==> config.mk <==
export PLATFORM = sky130hd
export DESIGN_NAME = lcdq_ram
export DESIGN_NICKNAME = d
export VERILOG_FILES = /design/src/hw/rtl/lcdq_ram.sv
export SDC_FILE = /design/constraint.sdc
export NUM_CORES = 2
export LEC_CHECK = 0
export ABC_AREA = 1
export ABC_CLOCK_PERIOD_IN_PS = 3650
export BUFFER_PORTS_ARGS = -buffer_cell sky130_fd_sc_hd__buf_2
export CAP_MARGIN = 40
export CORE_MARGIN = 3
export CORE_UTILIZATION = 40
export CTS_CLUSTER_DIAMETER = 50
export DETAILED_ROUTE_END_ITERATION = 7
export PLACE_DENSITY_LB_ADDON = 0.15
export SLEW_MARGIN = 40
export SYNTH_ARGS = -nofsm -noshare
export SYNTH_HDL_FRONTEND = slang
export SYNTH_SLANG_ARGS = --single-unit
==> constraint.sdc <==
create_clock -name clock -period 3.65 [get_ports clock]
set_input_delay 0.365 -clock clock [delete_from_list [all_inputs] [get_ports clock]]
set_output_delay 0.365 -clock clock [all_outputs]
set_load 0.02 [all_outputs]
==> src/hw/rtl/lcdq_ram.sv <==
`timescale 1ns / 1ps

module lcdq_ram #(
   parameter int WIDTH = 8,
   parameter int DEPTH = 512
) (
   input  logic                                      clock,
   input  logic                                      wr_en,
   input  logic [((DEPTH > 1) ? $clog2(DEPTH) : 1)-1:0] wr_addr,
   input  logic [WIDTH-1:0]                          wr_data,
   input  logic [((DEPTH > 1) ? $clog2(DEPTH) : 1)-1:0] rd_addr,
   output logic [WIDTH-1:0]                          rd_data
);

   logic [WIDTH-1:0] mem_ff [DEPTH];

   // write port, registered read port
   always_ff @(posedge clock) begin
      if (wr_en) begin
         mem_ff[wr_addr] <= wr_data;
      end
      rd_data <= mem_ff[rd_addr];
   end

endmodule

==> reports/metrics.yaml <==
logic_synthesis:
  synth-seq-area-share: 0.739
  synth_common_cells: "nand2_1, edfxtp_1, nand3_1"
  synth_seq_cells: 4104
  synth.top_cells.by_area: "edfxtp_1, nand3_1, nand2_1, buf_2, nor2_1"
  synth_edf_count: 4096
  synth.distinct_cells: 16
  syn_inst: 13891
  avgSynthCellArea_um2: 12.0
  synthArstFlopShare: 0
  synth-main-ff-cell: "edfxtp_1"
  yosysTopAreaCellShare: 0.738
  synth.net_count: 13919
  synth_area_um2: 167000
  synth_top_cell_by_area: "edfxtp_1"
  yosysMostFrequentCell: "nand2_1"
  yosys_warnings: 0
global_route:
  grt_overflow: 0
  grt_pass1_wl_um: 744000
  grt_pass1_vias: 105337
  grt_antenna_before_repair: 19
  grt_use_total: 0.235
  grt_max_degree: 152
die:
  die_y_um: 652
  start_util: 0.402
  die_area_um2: 425000
  dieWidth_um: 652
  rows: 236
  core_um2: 414000
  io_pins: 36
route:
  wl_per_cell_um: 25.4
  ant_nets: 0
  drt-pass1-iter-count: 8
  drc: 0
  via_per_inst: 5.44
  routed_wl_um: 510000
  dr_wl_met3_um: 29800
  topRoutingLayerUsed: "met4"
  dr_total_vias: 109107
  drtIter0Drc: 11701
  wl_met1_um: 226000
  dr_wl_met2_um: 240000
critical_path:
  regToRegStartpoint: "mem_ff[510][3]$_DFFE_PP_"
  arrival_ps: 4300
  max_stage_delay_ps: 570
  path_cells: "buf_12, inv_16, buf_12, buf_12, buf_4, nand2_1, nand3_1, nand3_1, nand3_1, nand3_1, nand3_1, nand3_1, nand3_1, nand3_1, dlygate4sd3_1, nand2_1, dlygate4sd3_1"
  cpMostUsedCell: "nand3_1"
  start_kind: "primary input"
  cp_num_buf_inv: 7
  cp-startpoint: "rd_addr[0]"
  crit_type: "in -> reg"
  end_kind: "flop"
  cp_slowest_cell: "dlygate4sd3_1"
  cp_max_fo: 31
  cp.required_ps: 4590
  cpLargestDelayFamily: "buffers and inverters"
sta:
  finClkSkew_ps: 44.7
  post-route-period-util: 0.921
  rsz0062_at_grt: "false"
  max_freq_mhz: 298
  setup_viol: 0
  finalMaxSlewViolations: 0
  worst_slew_pin_slew_ps: 991
  maxSlewHeadroom: 0.340
  period_minus_slack_ps: 3360
  hold_viol: 0
  fin_hold_ws_ps: 291
  tns_ps: 0
clocking:
  clock_latency_ps: 990
  h-tree-depth: 5
  clk_pin_slew_ps: 60
  cts.sinks: 4104
  cts_tree: "done"
  cts_root_buf: "clkbuf_16"
  cts_inserted_buffers: 475
  clock_path_buffers: 4
  postCtsSetupBuffers: 0
  post_cts_resized: 0
min_path:
  holdCritPathClass: "in -> reg"
  worstHoldStart: "rd_addr[5]"
run:
  maxCapViolations: 0
placed_design:
  place_congestion: 0.834
  io_buffers: 35
  dp_hpwl_um: 300000
outcome:
  status: "finished clean"
pwr:
  vdd_drop_max_v: 0.000434
  powerDensity_nw_per_um2: 550
  p_leak_nw: 67.1
cells_and_area:
  n_fill_cell: 37292
  nNetsFinal: 14193
  area_growth_pct: 15.2
  drive_above_1_share: 0.105
-- logic make-up after synthesis --
group | Yosys count | share of synthesized area
buf+inv | 1022 | 0.0333
flops | 4104 | 0.739
simple gates | 8765 | 0.228
-- where the power goes --
group          internal, W  leakage (nW)  switching [W]  total [W]
clock network       0.0277          7.52         0.0195     0.0472
registers           0.0519          36.9      0.0000509     0.0520
logic              0.00165          22.7        0.00478    0.00643
-- stage by stage --
step,setup WS (ps),std cells,utilization,total power [W],instance area [um2]
3_3_place_gp,240,19143,0.425,0.0593,176000
5_1_grt,238,20046,0.464,0.109,192000
2_1_floorplan,1690,13891,-,0.0561,167000
4_1_cts,498,20026,0.463,0.106,192000
6_report,289,20048,0.464,0.106,192000
3_5_place_dp,247,19146,0.425,0.0594,176000
-- metal layers --
metal | track usage | up-vias
li1 | - | 50144
met1 | 0.337 | 54858
met2 | 0.377 | 3395
met3 | 0.0289 | 710
met4 | 0.0663 | 0
met5 | 0 | -
-- sequential cells by signal, indices dropped and copies added (netlist names) --
name / cells
mem_ff: 4096
rd_data: 8
-- repair_timing --
| action | 4_1_cts | 5_1_grt |
|---|---|---|
| hold endpoints to repair | 593 | 0 |
| setup endpoints to repair | 0 | 0 |
| hold buffers | 12 | 0 |
-- area by class of cell --
type / count / area, um2 / area share
clock buffers: 571 / 12400 / 0.0643
multi-input cells: 8765 / 38300 / 0.199
well taps: 5474 / 6850 / 0.0357
repair buffers: 780 / 8060 / 0.0420
clock inverters: 297 / 3100 / 0.0162
inverters: 39 / 208 / 0.00108
flip-flops and latches: 4104 / 123000 / 0.641
diodes: 18 / 45.0 / 0.000235
-- cells in the final DEF (no fill, tap or decap), drive strengths merged --
| cell type | Yosys | layout |
|---|---|---|
| bufinv | 0 | 51 |
| nor2 | 514 | 514 |
| diode | 0 | 18 |
| nand3 | 4080 | 4080 |
| nand2 | 4160 | 4160 |
| clkbuf | 184 | 573 |
| dlygate4sd3 | 0 | 12 |
| edfxtp | 4096 | 4096 |
| clkinv | 0 | 201 |
| clkinvlp | 0 | 21 |
| nor3 | 11 | 11 |
| buf | 799 | 766 |
| dfxtp | 8 | 8 |
| inv | 39 | 63 |
-- worst register-to-register path: cells and delay by family (launching register included) --
family | cells | cell delay (ps)
simple gates | 10 | 1640
flops | 1 | 360
buf+inv | 2 | 1100
-- final timing paths --
path                        end  slack, ps  cells after the start
max          rd_data[3]$_DFF_P_        290                     17
min          rd_data[1]$_DFF_P_        290                      6
max reg2reg  rd_data[3]$_DFF_P_        490                     12
min reg2reg  rd_data[7]$_DFF_P_       1190                     10
No activity file was read; power rests on OpenSTA's default activity.
