**src/hw/rtl/lcdq_pkg.sv**
```systemverilog
`timescale 1ns / 1ps

package lcdq_pkg;

   // item kinds on the request channel
   typedef enum logic [1:0] {
      MODE_TICK   = 2'd0,
      MODE_BEGIN  = 2'd1,
      MODE_APPEND = 2'd2,
      MODE_FINISH = 2'd3
   } mode_type;

   // status codes on the response channel
   typedef enum logic [1:0] {
      STATUS_OK    = 2'd0,
      STATUS_FULL  = 2'd1,
      STATUS_DROP  = 2'd2,
      STATUS_ORDER = 2'd3
   } status_type;

   // sequencer states
   typedef enum logic {
      ST_IDLE = 1'b0,
      ST_READ = 1'b1
   } state_type;

   // top bit of the display address command
   localparam logic ADDR_CMD_BIT = 1'b1;

endpackage

```
**src/hw/rtl/lcdq_ctrl.sv**
```systemverilog
`timescale 1ns / 1ps

module lcdq_ctrl import lcdq_pkg::*; #(
   parameter int QUEUE_DEPTH = 8,
   parameter int SLOT_BYTES  = 64
) (
   input  logic clock,
   input  logic reset,
   // request channel
   input  logic       req_valid,
   output logic       req_stall,
   input  logic [1:0] req_mode,
   input  logic [5:0] req_column,
   input  logic       req_row,
   input  logic [7:0] req_character,
   // response channel
   output logic       rsp_valid,
   input  logic       rsp_stall,
   output logic [1:0] rsp_status,
   output logic       rsp_strobe_res,
   output logic [3:0] rsp_nibble,
   output logic       rsp_reg_select,
   output logic       rsp_done_res,
   output logic       rsp_idle,
   // byte store port
   output logic                                                       byte_wr_en,
   output logic [$clog2(QUEUE_DEPTH*SLOT_BYTES)-1:0]                  byte_wr_addr,
   output logic [7:0]                                                 byte_wr_data,
   output logic [$clog2(QUEUE_DEPTH*SLOT_BYTES)-1:0]                  byte_rd_addr,
   input  logic [7:0]                                                 byte_rd_data,
   // slot length port
   output logic                                                       len_wr_en,
   output logic [((QUEUE_DEPTH > 1) ? $clog2(QUEUE_DEPTH) : 1)-1:0]   len_wr_addr,
   output logic [$clog2(SLOT_BYTES)-1:0]                              len_wr_data,
   output logic [((QUEUE_DEPTH > 1) ? $clog2(QUEUE_DEPTH) : 1)-1:0]   len_rd_addr,
   input  logic [$clog2(SLOT_BYTES)-1:0]                              len_rd_data
);

   localparam int SLOT_W = (QUEUE_DEPTH > 1) ? $clog2(QUEUE_DEPTH) : 1;
   localparam int POS_W  = $clog2(SLOT_BYTES);
   localparam int CNT_W  = $clog2(QUEUE_DEPTH + 1);
   localparam int SUM_W  = CNT_W + 1;
   localparam int ADDR_W = $clog2(QUEUE_DEPTH * SLOT_BYTES);

   state_type         state_ff, state_in;
   logic [SLOT_W-1:0] head_ff, head_in;
   logic [CNT_W-1:0]  count_ff, count_in;
   logic              active_ff, active_in;
   logic [POS_W-1:0]  pos_ff, pos_in;
   logic              low_ff, low_in;
   logic              building_ff, building_in;
   logic [POS_W-1:0]  blen_ff, blen_in;

   logic       rsp_valid_ff, rsp_valid_in;
   logic [1:0] rsp_status_ff, rsp_status_in;
   logic       rsp_strobe_ff, rsp_strobe_in;
   logic [3:0] rsp_nibble_ff, rsp_nibble_in;
   logic       rsp_rs_ff, rsp_rs_in;
   logic       rsp_done_ff, rsp_done_in;
   logic       rsp_idle_ff, rsp_idle_in;

   logic              accept;
   logic              tick_work;
   logic [SUM_W-1:0]  build_sum;
   logic [SLOT_W-1:0] build_slot;
   logic [SLOT_W-1:0] head_inc;
   logic [SLOT_W-1:0] act_slot;
   logic [SLOT_W-1:0] rd_slot;
   logic [POS_W-1:0]  rd_pos;
   logic [ADDR_W-1:0] build_base;
   logic [POS_W-1:0]  pos_next;
   logic              queue_full;

   assign accept    = req_valid && !req_stall;
   assign tick_work = active_ff || (count_ff != '0);

   // slot under construction sits behind the queued ones
   assign build_sum  = SUM_W'(head_ff) + SUM_W'(count_ff);
   assign build_slot = (build_sum >= SUM_W'(QUEUE_DEPTH)) ?
                       SLOT_W'(build_sum - SUM_W'(QUEUE_DEPTH)) : SLOT_W'(build_sum);
   assign build_base = ADDR_W'(build_slot) * ADDR_W'(SLOT_BYTES);

   // ring pointer arithmetic
   assign head_inc = (head_ff == SLOT_W'(QUEUE_DEPTH - 1)) ? '0 : head_ff + SLOT_W'(1);
   assign act_slot = (head_ff == '0) ? SLOT_W'(QUEUE_DEPTH - 1) : head_ff - SLOT_W'(1);

   // read address: the slot about to be activated is the current head
   assign rd_slot      = active_ff ? act_slot : head_ff;
   assign rd_pos       = active_ff ? pos_ff : '0;
   assign byte_rd_addr = ADDR_W'(rd_slot) * ADDR_W'(SLOT_BYTES) + ADDR_W'(rd_pos);
   assign len_rd_addr  = rd_slot;

   // the transaction on the wire still holds its slot
   assign queue_full = (SUM_W'(count_ff) + SUM_W'(active_ff)) >= SUM_W'(QUEUE_DEPTH);

   assign pos_next = low_ff ? pos_ff + POS_W'(1) : pos_ff;

   // next state
   always_comb begin
      state_in = state_ff;
      unique case (state_ff)
         ST_IDLE: begin
            if (accept && (req_mode == MODE_TICK) && tick_work) begin
               state_in = ST_READ;
            end
         end
         ST_READ: begin
            state_in = ST_IDLE;
         end
         default: begin
            state_in = ST_IDLE;
         end
      endcase
   end

   // handshake outputs
   always_comb begin
      unique case (state_ff)
         ST_IDLE: req_stall = rsp_valid_ff && rsp_stall;
         ST_READ: req_stall = 1'b1;
         default: req_stall = 1'b1;
      endcase
   end

   // queue state, memory writes and response register
   always_comb begin
      head_in      = head_ff;
      count_in     = count_ff;
      active_in    = active_ff;
      pos_in       = pos_ff;
      low_in       = low_ff;
      building_in  = building_ff;
      blen_in      = blen_ff;

      byte_wr_en   = 1'b0;
      byte_wr_addr = build_base + ADDR_W'(blen_ff);
      byte_wr_data = req_character;
      len_wr_en    = 1'b0;
      len_wr_addr  = build_slot;
      len_wr_data  = blen_ff;

      rsp_valid_in  = rsp_valid_ff && rsp_stall;
      rsp_status_in = rsp_status_ff;
      rsp_strobe_in = rsp_strobe_ff;
      rsp_nibble_in = rsp_nibble_ff;
      rsp_rs_in     = rsp_rs_ff;
      rsp_done_in   = rsp_done_ff;
      rsp_idle_in   = rsp_idle_ff;

      if (state_ff == ST_READ) begin
         // drive one nibble of the fetched byte and advance
         rsp_valid_in  = 1'b1;
         rsp_status_in = STATUS_OK;
         rsp_strobe_in = 1'b1;
         rsp_nibble_in = low_ff ? byte_rd_data[3:0] : byte_rd_data[7:4];
         rsp_rs_in     = pos_ff != '0;
         rsp_idle_in   = 1'b0;
         rsp_done_in   = 1'b0;
         low_in        = !low_ff;
         pos_in        = pos_next;
         if (pos_next >= len_rd_data) begin
            rsp_done_in = 1'b1;
            active_in   = 1'b0;
         end
      end else if (accept) begin
         rsp_status_in = STATUS_OK;
         rsp_strobe_in = 1'b0;
         rsp_nibble_in = '0;
         rsp_rs_in     = 1'b0;
         rsp_done_in   = 1'b0;
         rsp_idle_in   = 1'b0;
         unique case (req_mode)
            MODE_TICK: begin
               // pull the oldest queued slot when nothing is on the wire
               if (!active_ff && (count_ff != '0)) begin
                  head_in   = head_inc;
                  count_in  = count_ff - CNT_W'(1);
                  active_in = 1'b1;
                  pos_in    = '0;
                  low_in    = 1'b0;
               end
               if (!tick_work) begin
                  rsp_valid_in = 1'b1;
                  rsp_idle_in  = 1'b1;
               end
            end
            MODE_BEGIN: begin
               rsp_valid_in = 1'b1;
               if (!building_ff && queue_full) begin
                  rsp_status_in = STATUS_FULL;
               end else begin
                  byte_wr_en   = 1'b1;
                  byte_wr_addr = build_base;
                  byte_wr_data = {ADDR_CMD_BIT, req_row, req_column};
                  blen_in      = POS_W'(1);
                  building_in  = 1'b1;
               end
            end
            MODE_APPEND: begin
               rsp_valid_in = 1'b1;
               if (!building_ff) begin
                  rsp_status_in = STATUS_ORDER;
               end else if (blen_ff >= POS_W'(SLOT_BYTES - 1)) begin
                  rsp_status_in = STATUS_DROP;
               end else begin
                  byte_wr_en = 1'b1;
                  blen_in    = blen_ff + POS_W'(1);
               end
            end
            MODE_FINISH: begin
               rsp_valid_in = 1'b1;
               if (!building_ff) begin
                  rsp_status_in = STATUS_ORDER;
               end else if (count_ff >= CNT_W'(QUEUE_DEPTH)) begin
                  rsp_status_in = STATUS_FULL;
                  building_in   = 1'b0;
                  blen_in       = '0;
               end else begin
                  len_wr_en   = 1'b1;
                  count_in    = count_ff + CNT_W'(1);
                  building_in = 1'b0;
                  blen_in     = '0;
               end
            end
            default: begin
               rsp_valid_in = 1'b1;
            end
         endcase
      end
   end

   // control registers
   always_ff @(posedge clock) begin
      if (reset) begin
         state_ff     <= ST_IDLE;
         head_ff      <= '0;
         count_ff     <= '0;
         active_ff    <= 1'b0;
         pos_ff       <= '0;
         low_ff       <= 1'b0;
         building_ff  <= 1'b0;
         blen_ff      <= '0;
         rsp_valid_ff <= 1'b0;
      end else begin
         state_ff     <= state_in;
         head_ff      <= head_in;
         count_ff     <= count_in;
         active_ff    <= active_in;
         pos_ff       <= pos_in;
         low_ff       <= low_in;
         building_ff  <= building_in;
         blen_ff      <= blen_in;
         rsp_valid_ff <= rsp_valid_in;
      end
   end

   // response payload
   always_ff @(posedge clock) begin
      rsp_status_ff <= rsp_status_in;
      rsp_strobe_ff <= rsp_strobe_in;
      rsp_nibble_ff <= rsp_nibble_in;
      rsp_rs_ff     <= rsp_rs_in;
      rsp_done_ff   <= rsp_done_in;
      rsp_idle_ff   <= rsp_idle_in;
   end

   assign rsp_valid      = rsp_valid_ff;
   assign rsp_status     = rsp_status_ff;
   assign rsp_strobe_res = rsp_strobe_ff;
   assign rsp_nibble     = rsp_nibble_ff;
   assign rsp_reg_select = rsp_rs_ff;
   assign rsp_done_res   = rsp_done_ff;
   assign rsp_idle       = rsp_idle_ff;

endmodule

```
**config.mk**
```make
export PLATFORM = sky130hd
export DESIGN_NAME = lcdq_ctrl
export DESIGN_NICKNAME = d
export VERILOG_FILES = /design/src/hw/rtl/lcdq_pkg.sv /design/src/hw/rtl/lcdq_ctrl.sv
export SDC_FILE = /design/constraint.sdc
export NUM_CORES = 1
export LEC_CHECK = 0
export BUFFER_PORTS_ARGS = -buffer_cell sky130_fd_sc_hd__clkbuf_2
export CORE_ASPECT_RATIO = 2
export CORE_UTILIZATION = 35
export DETAILED_ROUTE_END_ITERATION = 6
export PLACE_DENSITY = 0.67
export SYNTH_ARGS = -nofsm -noshare
export SYNTH_HDL_FRONTEND = slang
export SYNTH_SLANG_ARGS = --single-unit
```
**constraint.sdc**
```tcl
create_clock -name clock -period 4.15 [get_ports clock]
set_input_delay 0.415 -clock clock [delete_from_list [all_inputs] [get_ports clock]]
set_output_delay 0.415 -clock clock [all_outputs]
set_load 0.01 [all_outputs]
```
==> results <==
- The endpoint identified for the worst register-to-register timing path is rsp_done_res.
- The critical path goes through ha_1, ha_1, nand2b_1, mux2i_4, o211a_4, mux2_4, clkbuf_2.
- The number of remaining DRC errors is 0.
- The number of nets handed over by synthesis was between 300 and 400.
- In this run, synthesis produced a sequential element count of 34.
- The worst register-to-register path has a setup slack of between 1.5 and 2 ns.
- Data on the critical path arrives at its endpoint at approximately 2.5 ns.
- The kind of start point of the critical path is a register.
- The most common cell in the synthesized netlist is dfxtp_1.
- The critical hold path startpoint is rsp_strobe_res.
- The run finished with clean final reports.
- The cell row count is 43.
- In this run the power density over the cells is about 280 nW/µm².
- After synthesis, flip-flops and latches occupy 28.75% of the total area.
- The final critical path takes up between 70 and 80% of the cycle.
- The total iterations of the first detailed-routing run is 4.
- The synthesized design contains 6 enable-type register cells.
- The sequential share of power is 41.9%.
- The post-layout utilization of the core is ~45%.
- The largest family of logic cells by synthesized area is compound AO/OA/AOI/OAI gates.
- Summing the areas of all and, or, nand and nor instances in the mapped netlist gives roughly 20% of the synthesized area.
- The internal power contribution is about 0.00063 W.
- Of all cell types, the one taking the most synthesized area is dfxtp_1.
- Setup repair after global routing left no endpoint under its margin.
- The fraction of power consumed by the clock network is around two fifths.
- The number of nets with antenna violations after detailed routing is 0.
- CTS built an H-tree with a depth of 2.
- The setup TNS is 0 ns.
- Sorting the synthesized cells by area gives the leading types as dfxtp_1, ha_1, edfxtp_1.
- For this block, the initial DRC count from the detailed router was 55.
- The number of failing hold endpoints at the final stage was 0.
- The number of antenna violations at the first check in global routing is 0.
- Net switching is a little over a quarter of the power.
- Summing the areas of all compound-gate instances in the mapped netlist gives 21.32% of the synthesized area.
- Dividing the detail-routed wire length by the instance count gives approximately 14 µm.
- STA classifies the critical path endpoint as an output pin.
- The area growth from synthesis to layout is 21.76%.
- After the last flow step, the layout net total stands at 428.
- The final wirelength is ~6.6 mm.
- Counting flops with an async set or reset pin after synthesis yields a share of 0%.
- After clock tree synthesis, the repair step resized 0 gates.
- The worst pin sits at a relative slew slack of between 50 and 60%.
- The count of final max-slew check failures came to 0.
- The worst clock skew is approximately 0.0043 ns.
- Buffers inserted to repair hold after CTS numbered 0.
- The portion of total power attributed to combinational logic is 17.9%.
- The count of pins on the block boundary is just under 90.
- The actual transition at the worst max-transition pin is between 0.6 and 0.7 ns.
- The slowest cell on the critical path is dfxtp_1.
- In this run the cell area measured after placement is roughly 3000 µm².
- Of all nets on the critical path, the largest fanout is 22.
- Across all layers, the routed design uses between 2000 and 2500 vias.
- The core area is around 7000 µm².
- The HPWL after detailed placement is 5.203 mm.
- In this design, the stage delay of the slowest critical-path cell is around 0.7 ns.
- 0 antenna diodes ended up in the layout.
- After clock tree synthesis, the clock-pin slew on the worst setup and hold paths is ~0.060 ns.
- TritonCTS built the clock tree.
- The total grt overflow is 0.
- The minimum clock period is around 2.9 ns.
- On the critical path the largest part of the delay comes from flip-flops.
- The data required time of the worst path is between 3 and 4 ns.
- The count of port buffers added during placement is between 80 and 90.
- The total of endpoints with negative setup slack in the final report is 0.
- The path type of the worst min-delay path is reg -> reg.
- The insertion delay of the later-clocked pin in the worst-skew pair is ~0.27 ns.
- The worst path buffer plus inverter count is 1.
- The Yosys step of the flow raised 0 warnings.
- The ratio of cells with drive above 1 in the final layout is between 30 and 40%.
- Multiplexer cells account for roughly 6.4% of the synthesized area.
- In the routed layout, each cell is associated on average with a via count of 5.288.
- The number of setup buffers added after CTS is 0.
- The mapped netlist covers ~2600 µm².
- Summing all non-filler instances in the final layout gives an area of 3137 µm².
- The adder and majority gate portion of the synthesized area is approximately an eighth.
- The start-to-end type of the worst setup path is reg -> out.
- The buffer cell driving the clock tree root is clkbuf_16.
- The reported leakage power is roughly 1.4 nW.
- In this run, CTS created clock tree buffers numbering 5.
- The floorplan step defined a die boundary enclosing 7728 µm².
- The congestion estimate from routability-driven global placement came to 0.8858.
- The instance count along the most critical hold path is 2.
- Counting distinct cell types in the post-synthesis netlist gives between 50 and 60.
- The tree built by TritonCTS fans out to 34 sinks.
- Derived from the worst setup path, the maximum achievable clock frequency is roughly 340 MHz.
- Measured along the y axis, the die boundary spans approximately 120 µm.
- The number of global-route vias before repair is approximately 2400.
- The maximum buffer depth of the clock tree is 2.
- Overall power consumption after layout is estimated at 0.0008719 W.
- VDD sags by at most 0.0002276 V.
- The mean instance size in the synthesized netlist is between 8 and 9 µm².
- The post-synthesis xor/xnor area fraction is under 10%.
- Max-cap violations in this run came to 0.
- The gate count after technology mapping is 296.
- Counting instances in the post-synthesis netlist gives the leading cell types as dfxtp_1, inv_1, a21oi_1, ha_1, nor2_1.
- The total track usage is approximately 17%.
- The area share of the largest cell type after synthesis is 21.76%.
- The worst hold path terminates at rsp_strobe_res.
- From left edge to right edge, the die measures 62.67 µm.
- The flip-flop cell with the highest count after synthesis is dfxtp_1.
- Once the floorplan was initialized, standard cells occupied between 30 and 40% of the core.
- The net switching power figure is ~0.00024 W.
- The first global-routing pass estimated 10.73 mm of wire.
- The launch instance of the worst register-to-register path is low_ff.
- The largest net degree at the start of global routing is 27.
- The worst register-to-register path has a depth of 7.
- The cell repeated most along the worst path is ha_1.
[routing by layer]
| metal | wire [µm] | share of wire (%) | track usage (%) | vias up |
|---|---|---|---|---|
| li1 | - | - | - | 1208 |
| met1 | 2336 | 36 | 15.38 | 1130 |
| met2 | 3885 | 59 | 37.70 | 77 |
| met3 | 243 | 3.7 | 2.952 | 12 |
| met4 | 96 | 1.5 | 5.378 | 0 |
| met5 | 0 | 0 | 0 | - |
[power groups by stage]
stage	registers (W)	logic, W	clock network (W)
after floorplan	0.000371	0.000104	0
after global placement	0.000372	0.000154	0
after detailed placement	0.000373	0.000158	0
after CTS	0.000366	0.000158	0.000356
after global routing	0.000368	0.000173	0.000376
final	0.000365	0.000156	0.000350
[metrics by stage]
| stage | hold slack, ns | setup WS, ns | std cells |
|---|---|---|---|
| 4_1_cts | 0.4726 | 1.237 | 459 |
| 3_3_place_gp | 0.4526 | 1.583 | 451 |
| 3_5_place_dp | 0.4647 | 1.536 | 451 |
| 2_1_floorplan | 0.4818 | 1.927 | 296 |
| 5_1_grt | 0.4782 | 1.054 | 459 |
| 6_report | 0.4718 | 1.240 | 459 |
[worst reg2reg max path, cell delays in order (launching register included)]
cell and delay, ns:
dfxtp_1 0.67, and4_1 0.37, a31oi_1 0.12, or2_2 0.34, ha_1 0.27, o21ai_0 0.07
a211oi_1 0.35, and2_1 0.19
[state kept, by name, summed over array words and instances (netlist names), 2 cells and up]
signal       cells
rsp_nibble       4
rsp_status       2
len_wr_data      6
pos_ff           6
head_ff          3
count_ff         4
[cells in the final DEF (no fill, tap or decap), drive strengths merged, types with 3 or more instances in the layout]
cell    count
clkbuf     91
dfxtp      28
inv        26
a21oi      26
ha         23
nor2       21
o21ai      14
nand2      12
o211ai      8
mux2        8
nand2b      7
nor2b       7
nand3       7
nor3        6
xnor2       6
edfxtp      6
and2        5
and4        5
a31oi       5
mux2i       5
nand4       5
clkinv      4
nor4        4
a311oi      4
or2         3
and3        3
o31ai       3
or4         3
[layout make-up]
type                       count  area, µm²
sequential                    34      740.7
clock inverter                 3      11.26
inverter                      27      101.3
multi-input combinational    214       1615
fill                         716       3911
timing repair buffer          86      430.4
clock buffer                   5      125.1
tap                           90      112.6
[how the worst max path moves through the flow]
stage	startpoint	to	slack, ns	depth (start not counted)
floorplan	count_ff[0]	byte_wr_data[4]	1.93	7
global placement	active_ff	byte_wr_data[5]	1.58	7
detailed placement	active_ff	byte_wr_data[4]	1.54	7
CTS	active_ff	byte_wr_data[4]	1.24	7
global route	active_ff	byte_wr_data[5]	1.05	7
finish	active_ff	byte_wr_data[4]	1.24	7
[cells by family after synthesis]
kind of cell	Yosys count
xor+xnor	7
fa+ha+maj	25
compound gates	78
flops	34
mux	13
simple gates	91
buf+inv	48
Note: power is estimated with default switching activity, not from simulation.
